==> src/design/ulc_pkg.sv <==
// ----------------------------------------------------------------------------
// ulc_pkg
// Types and constants shared by the UTC to local calendar pipeline.
// ----------------------------------------------------------------------------
package ulc_pkg;

   localparam int NUM_STAGES   = 8;
   localparam int FRONT_STAGES = 3;
   localparam int BACK_STAGES  = NUM_STAGES - FRONT_STAGES;

   localparam int CSR_INDEX_W  = 1;
   localparam int CSR_DATA_W   = 11;
   localparam logic [CSR_INDEX_W-1:0] CSR_ZONE_OFFSET = 1'd0;
   localparam logic [CSR_INDEX_W-1:0] CSR_DAYLIGHT    = 1'd1;

   localparam int YEAR_BIAS     = 400;
   localparam int SECS_PER_DAY  = 86400;
   localparam int SECS_PER_HOUR = 3600;
   localparam int SECS_PER_MIN  = 60;
   localparam int DAYS_PER_ERA  = 146097;
   localparam int MAX_ERA       = 11;

   localparam int DIV100_SHIFT  = 19;
   localparam logic [12:0] DIV100_MUL  = 13'((2**DIV100_SHIFT + 99) / 100);
   localparam int DIV3600_SHIFT = 29;
   localparam logic [17:0] DIV3600_MUL = 18'((2**DIV3600_SHIFT + 3599) / 3600);
   localparam int DIV60_SHIFT   = 18;
   localparam logic [12:0] DIV60_MUL   = 13'((2**DIV60_SHIFT + 59) / 60);
   localparam int DIV1460_SHIFT = 28;
   localparam logic [17:0] DIV1460_MUL = 18'((2**DIV1460_SHIFT + 1459) / 1460);
   localparam int DIV365_SHIFT  = 26;
   localparam logic [17:0] DIV365_MUL  = 18'((2**DIV365_SHIFT + 364) / 365);

   // first day of each March-based month within the year
   localparam logic [8:0] MONTH_START [0:12] = '{
      9'd0, 9'd31, 9'd61, 9'd92, 9'd122, 9'd153, 9'd184,
      9'd214, 9'd245, 9'd275, 9'd306, 9'd337, 9'd367
   };

   typedef struct packed {
      logic [11:0] utc_year;
      logic [3:0]  utc_month;
      logic [4:0]  utc_day;
      logic [4:0]  utc_hour;
      logic [5:0]  utc_minute;
      logic [5:0]  utc_second;
   } ulc_req_type;

   typedef struct packed {
      logic [11:0] local_year;
      logic [3:0]  local_month;
      logic [4:0]  local_day;
      logic [4:0]  local_hour;
      logic [5:0]  local_minute;
      logic [5:0]  local_second;
   } ulc_rsp_type;

   typedef struct packed {
      logic [20:0] day_num;
      logic [16:0] tod;
      logic [4:0]  hour;
   } ulc_mid_type;

endpackage

==> src/design/ulc_day_count.sv <==
// ----------------------------------------------------------------------------
// ulc_day_count
// Front three stages: UTC date to biased day number, local time of day.
// ----------------------------------------------------------------------------
module ulc_day_count (
   input  logic                                  clock,
   input  logic [ulc_pkg::FRONT_STAGES-1:0]      en,
   input  ulc_pkg::ulc_req_type                  req_payload,
   input  logic signed [ulc_pkg::CSR_DATA_W-1:0] zone_offset,
   input  logic                                  daylight,
   output ulc_pkg::ulc_mid_type                  mid
);

   logic               early;
   logic [3:0]         mpr;
   logic [12:0]        yp_in;
   logic signed [9:0]  doyd_in;
   logic [16:0]        pos_sec;
   logic signed [18:0] off_ext;
   logic signed [18:0] tsec_in;

   logic [12:0]        yp_ff;
   logic signed [9:0]  doyd_ff;
   logic signed [18:0] tsec_ff;

   logic signed [10:0] dk;
   logic signed [10:0] doyk;
   logic [20:0]        base_in;
   logic [25:0]        q100_prod;
   logic [23:0]        q400_prod;
   logic [6:0]         q100_in;
   logic [3:0]         q400_in;
   logic signed [18:0] tod_wide;
   logic [16:0]        tod_in;

   logic [20:0]        base_ff;
   logic [6:0]         q100_ff;
   logic [3:0]         q400_ff;
   logic [16:0]        tod_ff;

   logic [34:0]        hour_prod;
   ulc_pkg::ulc_mid_type mid_in;
   ulc_pkg::ulc_mid_type mid_ff;

   always_comb begin
      early   = (req_payload.utc_month <= 4'd2);
      mpr     = early ? (req_payload.utc_month + 4'd9) : (req_payload.utc_month - 4'd3);
      yp_in   = 13'(req_payload.utc_year) + 13'(ulc_pkg::YEAR_BIAS) - 13'(early);
      doyd_in = $signed({1'b0, ulc_pkg::MONTH_START[mpr]})
              + $signed({5'b0, req_payload.utc_day}) - 10'sd1;
      pos_sec = 17'(req_payload.utc_hour) * 17'(ulc_pkg::SECS_PER_HOUR)
              + 17'(req_payload.utc_minute) * 17'(ulc_pkg::SECS_PER_MIN)
              + 17'(req_payload.utc_second)
              + (daylight ? 17'(ulc_pkg::SECS_PER_HOUR) : 17'd0);
      off_ext = {{8{zone_offset[10]}}, zone_offset};
      tsec_in = $signed({2'b00, pos_sec}) + off_ext * 19'sd60;
   end

   always_ff @(posedge clock) begin
      if (en[0]) begin
         yp_ff   <= yp_in;
         doyd_ff <= doyd_in;
         tsec_ff <= tsec_in;
      end
   end

   always_comb begin
      if (tsec_ff < 19'sd0) begin
         dk       = -11'sd1;
         tod_wide = tsec_ff + 19'(ulc_pkg::SECS_PER_DAY);
      end else if (tsec_ff < 19'(ulc_pkg::SECS_PER_DAY)) begin
         dk       = 11'sd0;
         tod_wide = tsec_ff;
      end else if (tsec_ff < 19'(2 * ulc_pkg::SECS_PER_DAY)) begin
         dk       = 11'sd1;
         tod_wide = tsec_ff - 19'(ulc_pkg::SECS_PER_DAY);
      end else begin
         dk       = 11'sd2;
         tod_wide = tsec_ff - 19'(2 * ulc_pkg::SECS_PER_DAY);
      end
      tod_in    = tod_wide[16:0];
      doyk      = {doyd_ff[9], doyd_ff} + dk;
      base_in   = 21'(yp_ff) * 21'd365 + 21'(yp_ff >> 2) + {{10{doyk[10]}}, doyk};
      q100_prod = 26'(yp_ff) * 26'(ulc_pkg::DIV100_MUL);
      q400_prod = 24'(yp_ff >> 2) * 24'(ulc_pkg::DIV100_MUL);
      q100_in   = 7'(q100_prod >> ulc_pkg::DIV100_SHIFT);
      q400_in   = 4'(q400_prod >> ulc_pkg::DIV100_SHIFT);
   end

   always_ff @(posedge clock) begin
      if (en[1]) begin
         base_ff <= base_in;
         q100_ff <= q100_in;
         q400_ff <= q400_in;
         tod_ff  <= tod_in;
      end
   end

   always_comb begin
      hour_prod      = 35'(tod_ff) * 35'(ulc_pkg::DIV3600_MUL);
      mid_in.day_num = base_ff - 21'(q100_ff) + 21'(q400_ff);
      mid_in.tod     = tod_ff;
      mid_in.hour    = 5'(hour_prod >> ulc_pkg::DIV3600_SHIFT);
   end

   always_ff @(posedge clock) begin
      if (en[2]) begin
         mid_ff <= mid_in;
      end
   end

   assign mid = mid_ff;

endmodule

==> src/design/ulc_civil_date.sv <==
// ----------------------------------------------------------------------------
// ulc_civil_date
// Back five stages: biased day number to local date, time of day split.
// ----------------------------------------------------------------------------
module ulc_civil_date (
   input  logic                                clock,
   input  logic [ulc_pkg::BACK_STAGES-1:0]     en,
   input  ulc_pkg::ulc_mid_type                mid,
   output ulc_pkg::ulc_rsp_type                rsp_payload
);

   logic [3:0]  era_in;
   logic [17:0] doe_in;
   logic [11:0] rem_in;
   logic [3:0]  era3_ff;
   logic [17:0] doe3_ff;
   logic [4:0]  hour3_ff;
   logic [11:0] rem3_ff;

   logic [35:0] q1460_prod;
   logic [7:0]  q1460;
   logic [2:0]  q36524;
   logic [17:0] t_in;
   logic [24:0] min_prod;
   logic [5:0]  min_in;
   logic [17:0] t4_ff;
   logic [17:0] doe4_ff;
   logic [3:0]  era4_ff;
   logic [4:0]  hour4_ff;
   logic [5:0]  min4_ff;
   logic [11:0] rem4_ff;

   logic [35:0] yoe_prod;
   logic [8:0]  yoe_in;
   logic [5:0]  sec_in;
   logic [8:0]  yoe5_ff;
   logic [17:0] doe5_ff;
   logic [3:0]  era5_ff;
   logic [4:0]  hour5_ff;
   logic [5:0]  min5_ff;
   logic [5:0]  sec5_ff;

   logic [1:0]  c100;
   logic [8:0]  doy_in;
   logic [8:0]  doy6_ff;
   logic [8:0]  yoe6_ff;
   logic [3:0]  era6_ff;
   logic [4:0]  hour6_ff;
   logic [5:0]  min6_ff;
   logic [5:0]  sec6_ff;

   logic [3:0]  mp;
   ulc_pkg::ulc_rsp_type rsp_in;
   ulc_pkg::ulc_rsp_type rsp_ff;

   always_comb begin
      era_in = 4'd0;
      doe_in = 18'(mid.day_num);
      for (int j = 1; j <= ulc_pkg::MAX_ERA; j++) begin
         if (mid.day_num >= 21'(j * ulc_pkg::DAYS_PER_ERA)) begin
            era_in = 4'(j);
            doe_in = 18'(mid.day_num - 21'(j * ulc_pkg::DAYS_PER_ERA));
         end
      end
      rem_in = 12'(mid.tod - 17'(mid.hour) * 17'(ulc_pkg::SECS_PER_HOUR));
   end

   always_ff @(posedge clock) begin
      if (en[0]) begin
         era3_ff  <= era_in;
         doe3_ff  <= doe_in;
         hour3_ff <= mid.hour;
         rem3_ff  <= rem_in;
      end
   end

   always_comb begin
      q1460_prod = 36'(doe3_ff) * 36'(ulc_pkg::DIV1460_MUL);
      q1460      = 8'(q1460_prod >> ulc_pkg::DIV1460_SHIFT);
      q36524     = 3'(doe3_ff >= 18'd36524) + 3'(doe3_ff >= 18'd73048)
                 + 3'(doe3_ff >= 18'd109572) + 3'(doe3_ff >= 18'd146096);
      t_in       = doe3_ff - 18'(q1460) + 18'(q36524) - 18'(doe3_ff == 18'd146096);
      min_prod   = 25'(rem3_ff) * 25'(ulc_pkg::DIV60_MUL);
      min_in     = 6'(min_prod >> ulc_pkg::DIV60_SHIFT);
   end

   always_ff @(posedge clock) begin
      if (en[1]) begin
         t4_ff    <= t_in;
         doe4_ff  <= doe3_ff;
         era4_ff  <= era3_ff;
         hour4_ff <= hour3_ff;
         min4_ff  <= min_in;
         rem4_ff  <= rem3_ff;
      end
   end

   always_comb begin
      yoe_prod = 36'(t4_ff) * 36'(ulc_pkg::DIV365_MUL);
      yoe_in   = 9'(yoe_prod >> ulc_pkg::DIV365_SHIFT);
      sec_in   = 6'(rem4_ff - 12'(min4_ff) * 12'(ulc_pkg::SECS_PER_MIN));
   end

   always_ff @(posedge clock) begin
      if (en[2]) begin
         yoe5_ff  <= yoe_in;
         doe5_ff  <= doe4_ff;
         era5_ff  <= era4_ff;
         hour5_ff <= hour4_ff;
         min5_ff  <= min4_ff;
         sec5_ff  <= sec_in;
      end
   end

   always_comb begin
      c100   = 2'(yoe5_ff >= 9'd100) + 2'(yoe5_ff >= 9'd200) + 2'(yoe5_ff >= 9'd300);
      doy_in = 9'(doe5_ff - (18'(yoe5_ff) * 18'd365 + 18'(yoe5_ff >> 2) - 18'(c100)));
   end

   always_ff @(posedge clock) begin
      if (en[3]) begin
         doy6_ff  <= doy_in;
         yoe6_ff  <= yoe5_ff;
         era6_ff  <= era5_ff;
         hour6_ff <= hour5_ff;
         min6_ff  <= min5_ff;
         sec6_ff  <= sec5_ff;
      end
   end

   always_comb begin
      mp = 4'd0;
      for (int j = 1; j <= 11; j++) begin
         if (doy6_ff >= ulc_pkg::MONTH_START[j]) begin
            mp = 4'(j);
         end
      end
      rsp_in.local_day    = 5'(doy6_ff - ulc_pkg::MONTH_START[mp] + 9'd1);
      rsp_in.local_month  = (mp < 4'd10) ? (mp + 4'd3) : (mp - 4'd9);
      rsp_in.local_year   = 12'(yoe6_ff) + 12'(13'(era6_ff) * 13'(ulc_pkg::YEAR_BIAS))
                          - 12'(ulc_pkg::YEAR_BIAS) + 12'(rsp_in.local_month <= 4'd2);
      rsp_in.local_hour   = hour6_ff;
      rsp_in.local_minute = min6_ff;
      rsp_in.local_second = sec6_ff;
   end

   always_ff @(posedge clock) begin
      if (en[4]) begin
         rsp_ff <= rsp_in;
      end
   end

   assign rsp_payload = rsp_ff;

endmodule

==> src/design/utc_to_local_calendar_unit.sv <==
// ----------------------------------------------------------------------------
// utc_to_local_calendar_unit
// UTC date and time to local calendar date and time with zone and DST offset.
// ----------------------------------------------------------------------------
// Pipeline: the first of the 8 stages loads at acceptance, and rsp_valid rises
// once the transaction has moved on through every stage to the last one.
// Throughput: one transaction per cycle; each stage holds only when it is full
// and the stage after it cannot take its transaction.
// Reset: clears all stage valid bits, zone offset to 0 and daylight saving off.
// ----------------------------------------------------------------------------
module utc_to_local_calendar_unit (
   input  logic                                clock,
   input  logic                                reset,
   input  logic                                req_valid,
   output logic                                req_ready,
   input  ulc_pkg::ulc_req_type                req_payload,
   output logic                                rsp_valid,
   input  logic                                rsp_ready,
   output ulc_pkg::ulc_rsp_type                rsp_payload,
   input  logic                                csr_we,
   input  logic [ulc_pkg::CSR_INDEX_W-1:0]     csr_index,
   input  logic [ulc_pkg::CSR_DATA_W-1:0]      csr_wdata
);

   logic signed [ulc_pkg::CSR_DATA_W-1:0] zone_ff;
   logic                                  dst_ff;
   logic [ulc_pkg::NUM_STAGES-1:0]        vld_ff;
   logic [ulc_pkg::NUM_STAGES-1:0]        vld_in;
   logic [ulc_pkg::NUM_STAGES-1:0]        en;
   ulc_pkg::ulc_mid_type                  mid;

   always_ff @(posedge clock) begin
      if (reset) begin
         zone_ff <= '0;
         dst_ff  <= 1'b0;
      end else if (csr_we) begin
         case (csr_index)
            ulc_pkg::CSR_ZONE_OFFSET: zone_ff <= $signed(csr_wdata);
            ulc_pkg::CSR_DAYLIGHT:    dst_ff  <= csr_wdata[0];
            default: ;
         endcase
      end
   end

   always_comb begin
      en[ulc_pkg::NUM_STAGES-1] = !vld_ff[ulc_pkg::NUM_STAGES-1] || rsp_ready;
      for (int i = ulc_pkg::NUM_STAGES - 2; i >= 0; i--) begin
         en[i] = !vld_ff[i] || en[i+1];
      end
      vld_in[0] = en[0] ? req_valid : vld_ff[0];
      for (int i = 1; i < ulc_pkg::NUM_STAGES; i++) begin
         vld_in[i] = en[i] ? vld_ff[i-1] : vld_ff[i];
      end
   end

   always_ff @(posedge clock) begin
      if (reset) begin
         vld_ff <= '0;
      end else begin
         vld_ff <= vld_in;
      end
   end

   assign req_ready = en[0];
   assign rsp_valid = vld_ff[ulc_pkg::NUM_STAGES-1];

   ulc_day_count u_day_count (
      .clock       (clock),
      .en          (en[ulc_pkg::FRONT_STAGES-1:0]),
      .req_payload (req_payload),
      .zone_offset (zone_ff),
      .daylight    (dst_ff),
      .mid         (mid)
   );

   ulc_civil_date u_civil_date (
      .clock       (clock),
      .en          (en[ulc_pkg::NUM_STAGES-1:ulc_pkg::FRONT_STAGES]),
      .mid         (mid),
      .rsp_payload (rsp_payload)
   );

`ifndef SYNTHESIS
   a_empty_out_ready: assert property (@(posedge clock) disable iff (reset)
      !rsp_valid |-> req_ready)
      else $error("pipeline stalls with no transaction at the output");

   a_accept_enters: assert property (@(posedge clock) disable iff (reset)
      req_valid && req_ready |=> vld_ff[0])
      else $error("accepted transaction lost at first stage");

   a_local_fields_legal: assert property (@(posedge clock) disable iff (reset)
      rsp_valid |-> rsp_payload.local_month >= 4'd1 && rsp_payload.local_month <= 4'd12
                 && rsp_payload.local_day >= 5'd1 && rsp_payload.local_hour <= 5'd23
                 && rsp_payload.local_minute <= 6'd59 && rsp_payload.local_second <= 6'd59)
      else $error("local date or time out of range");
`endif

endmodule

==> config.mk <==
export PLATFORM = sky130hd
export DESIGN_NAME = utc_to_local_calendar_unit
export DESIGN_NICKNAME = d
export VERILOG_FILES = /design/src/design/ulc_pkg.sv /design/src/design/ulc_day_count.sv /design/src/design/ulc_civil_date.sv /design/src/design/utc_to_local_calendar_unit.sv
export SDC_FILE = /design/constraint.sdc
export NUM_CORES = 2
export LEC_CHECK = 0
export BUFFER_PORTS_ARGS = -buffer_cell sky130_fd_sc_hd__buf_4
export CAP_MARGIN = 40
export CORE_AREA = 3 3 379 381
export CTS_CLUSTER_DIAMETER = 150
export DETAILED_ROUTE_END_ITERATION = 10
export DIE_AREA = 0 0 382 384
export PLACE_DENSITY = 0.49
export RECOVER_POWER = 25
export SYNTH_ARGS = -nofsm -noshare
export SYNTH_HDL_FRONTEND = slang
export SYNTH_SLANG_ARGS = --single-unit
export TNS_END_PERCENT = 1
==> constraint.sdc <==
create_clock -name clock -period 26.1 [get_ports clock]
set_input_delay 0 -clock clock [delete_from_list [all_inputs] [get_ports clock]]
set_output_delay 0 -clock clock [all_outputs]
set_load 0.005 [all_outputs]
==> qor.yml <==
clock_network:
  cts_resized: 0
  clockBufferDepth: 3
  cts_hold_buf: 67
  h-tree-depth: 2
  clock_latency_ps: 610
  numCtsBuffers: 46
  cts_tree: "built"
  post_cts_buffers: 0
  clk_pin_slew_ps: 60
  clockRootBuffer: "clkbuf_16"
  clock-sinks: 352
routing:
  drt-initial-drc-count: 1685
  routedWlPerCell_um: 16.9
  dr_total_vias: 33500
  viasPerCell: 4.86
  drt_wl_total_um: 116000
  drc: 0
  firstDrtPassIters: 6
  final_antenna_net_count: 0
yosys:
  synthArstFlopShare_pct: 0
  synthTopCellsByCount: "inv_1, ha_1, fa_1, edfxtp_1, a21oi_1"
  ys_top_cells_by_area: "ha_1, fa_1, edfxtp_1, inv_1, xnor2_1"
  avgSynthCellArea_um2: 10.2
  synth_nets: 6420
  synth_seq_area_share_pct: 21.1
  ys.flop_type: "edfxtp_1"
  yosysWarningCount: 0
  ys_seq_elements: 352
  synth_most_common_cell: "inv_1"
  synth-edff-count: 332
  yosysTopAreaCellShare_pct: 26.6
  netlist_area_um2: 49100
  synth.largest_area_cell: "ha_1"
  yosysUniqueCellTypes: 97
  synthCells: 4799
sta:
  rsz0062_at_grt: "false"
  setup_viol: 0
  fin_ws_ps: 16450
  relSlewSlack_pct: 20.7
  fin_crit_ps: 9650
  whs_ps: 49.6
  hold_viol: 0
  tns_ps: 0
  drv_slew: 0
  clock.fmax_mhz: 104
  tightest_slew_ps: 1190
  skew_ps: 22.5
  min_period_over_period_pct: 37.0
worst_setup_path:
  worst_setup_path_end_kind: "flip-flop"
  crit_fanout: 13
  cpPeakStageDelay_ps: 870
  rr_worst_depth: 33
  path_buf_inv: 6
  path_class: "flip-flop to flip-flop"
  crit_family: "adder cells"
  cp_num_cells: 33
  r2r_setup_slack_ps: 16450
  required_ps: 26440
  worstPathArrival_ps: 9990
  cp-start-kind: "flip-flop"
  cp_slowest_cell: "clkbuf_1"
finish:
  drive_gt1_share_pct: 5.26
  diodes: 0
  nets: 6584
  area_growth_pct: 10.7
hold_path:
  hold_depth: 4
  min_path_type: "input pin to flip-flop"
grt:
  grt_pass1_vias: 34800
  grt_first_pass_wirelength_um: 191000
  gr-total-overflow: 0
  antenna_found_initial: 2
  grt_start_max_net_pins: 52
  grt_usage_pct: 16.2
floorplan:
  die_y_um: 384
  die_w_um: 382
  rows: 138
  design.core.area_um2: 141000
  initial_core_util_pct: 34.9
  num_io_pins: 95
  dieArea_um2: 147000
placed_design:
  gp_congestion: 0.928
  hpwl_um: 95600
  place_ws_ps: 16540
  io_buffer_count: 94
outcome:
  outcome: "complete, no violations"
flow_run:
  max-cap-violations: 0
## worst min-delay path: cells and delay by family
kind	cells	cell delay [ps]
adders and majority gates	1	220
buffers and inverters	1	120
xor gates and xnor gates	1	130
and+or+nand+nor	1	80
## metrics by stage
stage	util [%]	cells	instance area, um2
final	38.6	6889	54400
after CTS	38.6	6889	54400
after floorplan	-	4799	49100
after detailed placement	37.1	6738	52200
after global routing	38.6	6889	54400
after global placement	37.0	6729	52100
## worst paths after layout
kind | from | endpoint
worst min register to register | u_day_count.tsec_ff[5] | u_day_count.tod_ff[5]
worst max-delay path | u_civil_date.doe3_ff[8] | u_civil_date.t4_ff[17]
worst min-delay path | req_payload[22] | u_day_count.doyd_ff[7]
worst max register to register | u_civil_date.doe3_ff[8] | u_civil_date.t4_ff[17]
## flip-flops by register name, indices dropped and copies added, names as in the netlist, 10 cells and up
name and cells:
u_civil_date.doe3_ff 18, u_civil_date.rem3_ff 12, u_civil_date.rsp_payload 38, u_civil_date.t4_ff 18, u_day_count.base_ff 21, u_day_count.doyd_ff 10, u_day_count.mid 38, u_day_count.tod_ff 17
u_day_count.tsec_ff 19, u_day_count.yp_ff 13, zone_ff 11
## cell families (layout without fill, tap and decap cells)
group / Yosys count / count (layout) / share of synthesized area, %
AOI/OAI and AO/OA: 800 / 800 / 10.8
buffers and inverters: 1154 / 1354 / 8.90
and+or+nand+nor: 672 / 672 / 6.72
muxes: 9 / 9 / 0.191
xor gates and xnor gates: 246 / 246 / 4.39
adders and majority gates: 1566 / 1566 / 47.9
DFF: 352 / 352 / 21.1
## cell usage in the layout, fill, tap and decap left out, drive strengths merged, types with 25 or more instances in the layout
master       synthesis  routed
nand2b              28      28
o21ai              144     144
nand2              166     166
xnor2              180     180
o21a                36      36
nor2b               28      28
fa                 523     523
clkbuf              52      93
a21o                67      67
ha                1043    1043
o21bai              29      29
nand3               57      57
nor3                59      59
a211oi              36      36
o211ai              25      25
inv               1066    1068
dlygate4sd3          0      67
a31oi               31      31
buf                 35      95
nor2               188     188
a21oi              231     231
xor2                66      66
edfxtp             332     332
## final cells by class
type / count / area, um2
timing repair buffer: 203 / 1720
tap: 1890 / 2360
clock buffer: 52 / 1190
inverter: 1067 / 4010
sequential: 352 / 10400
fill: 14000 / 86500
clock inverter: 32 / 335
multi-input combinational: 3293 / 34400
## layer usage
metal,wire (um),GRT usage (%),part of all wire (%),up-vias
met2,52500,26.4,45,705
met3,5050,1.93,4.3,144
li1,-,-,-,16500
met1,56200,23.0,48,16100
met4,2460,3.53,2.1,0
met5,0,0,0,-
Power is left out: the tool's default activity adds up to more than one toggle a clock period on the data nets, which glitch-free logic cannot reach.
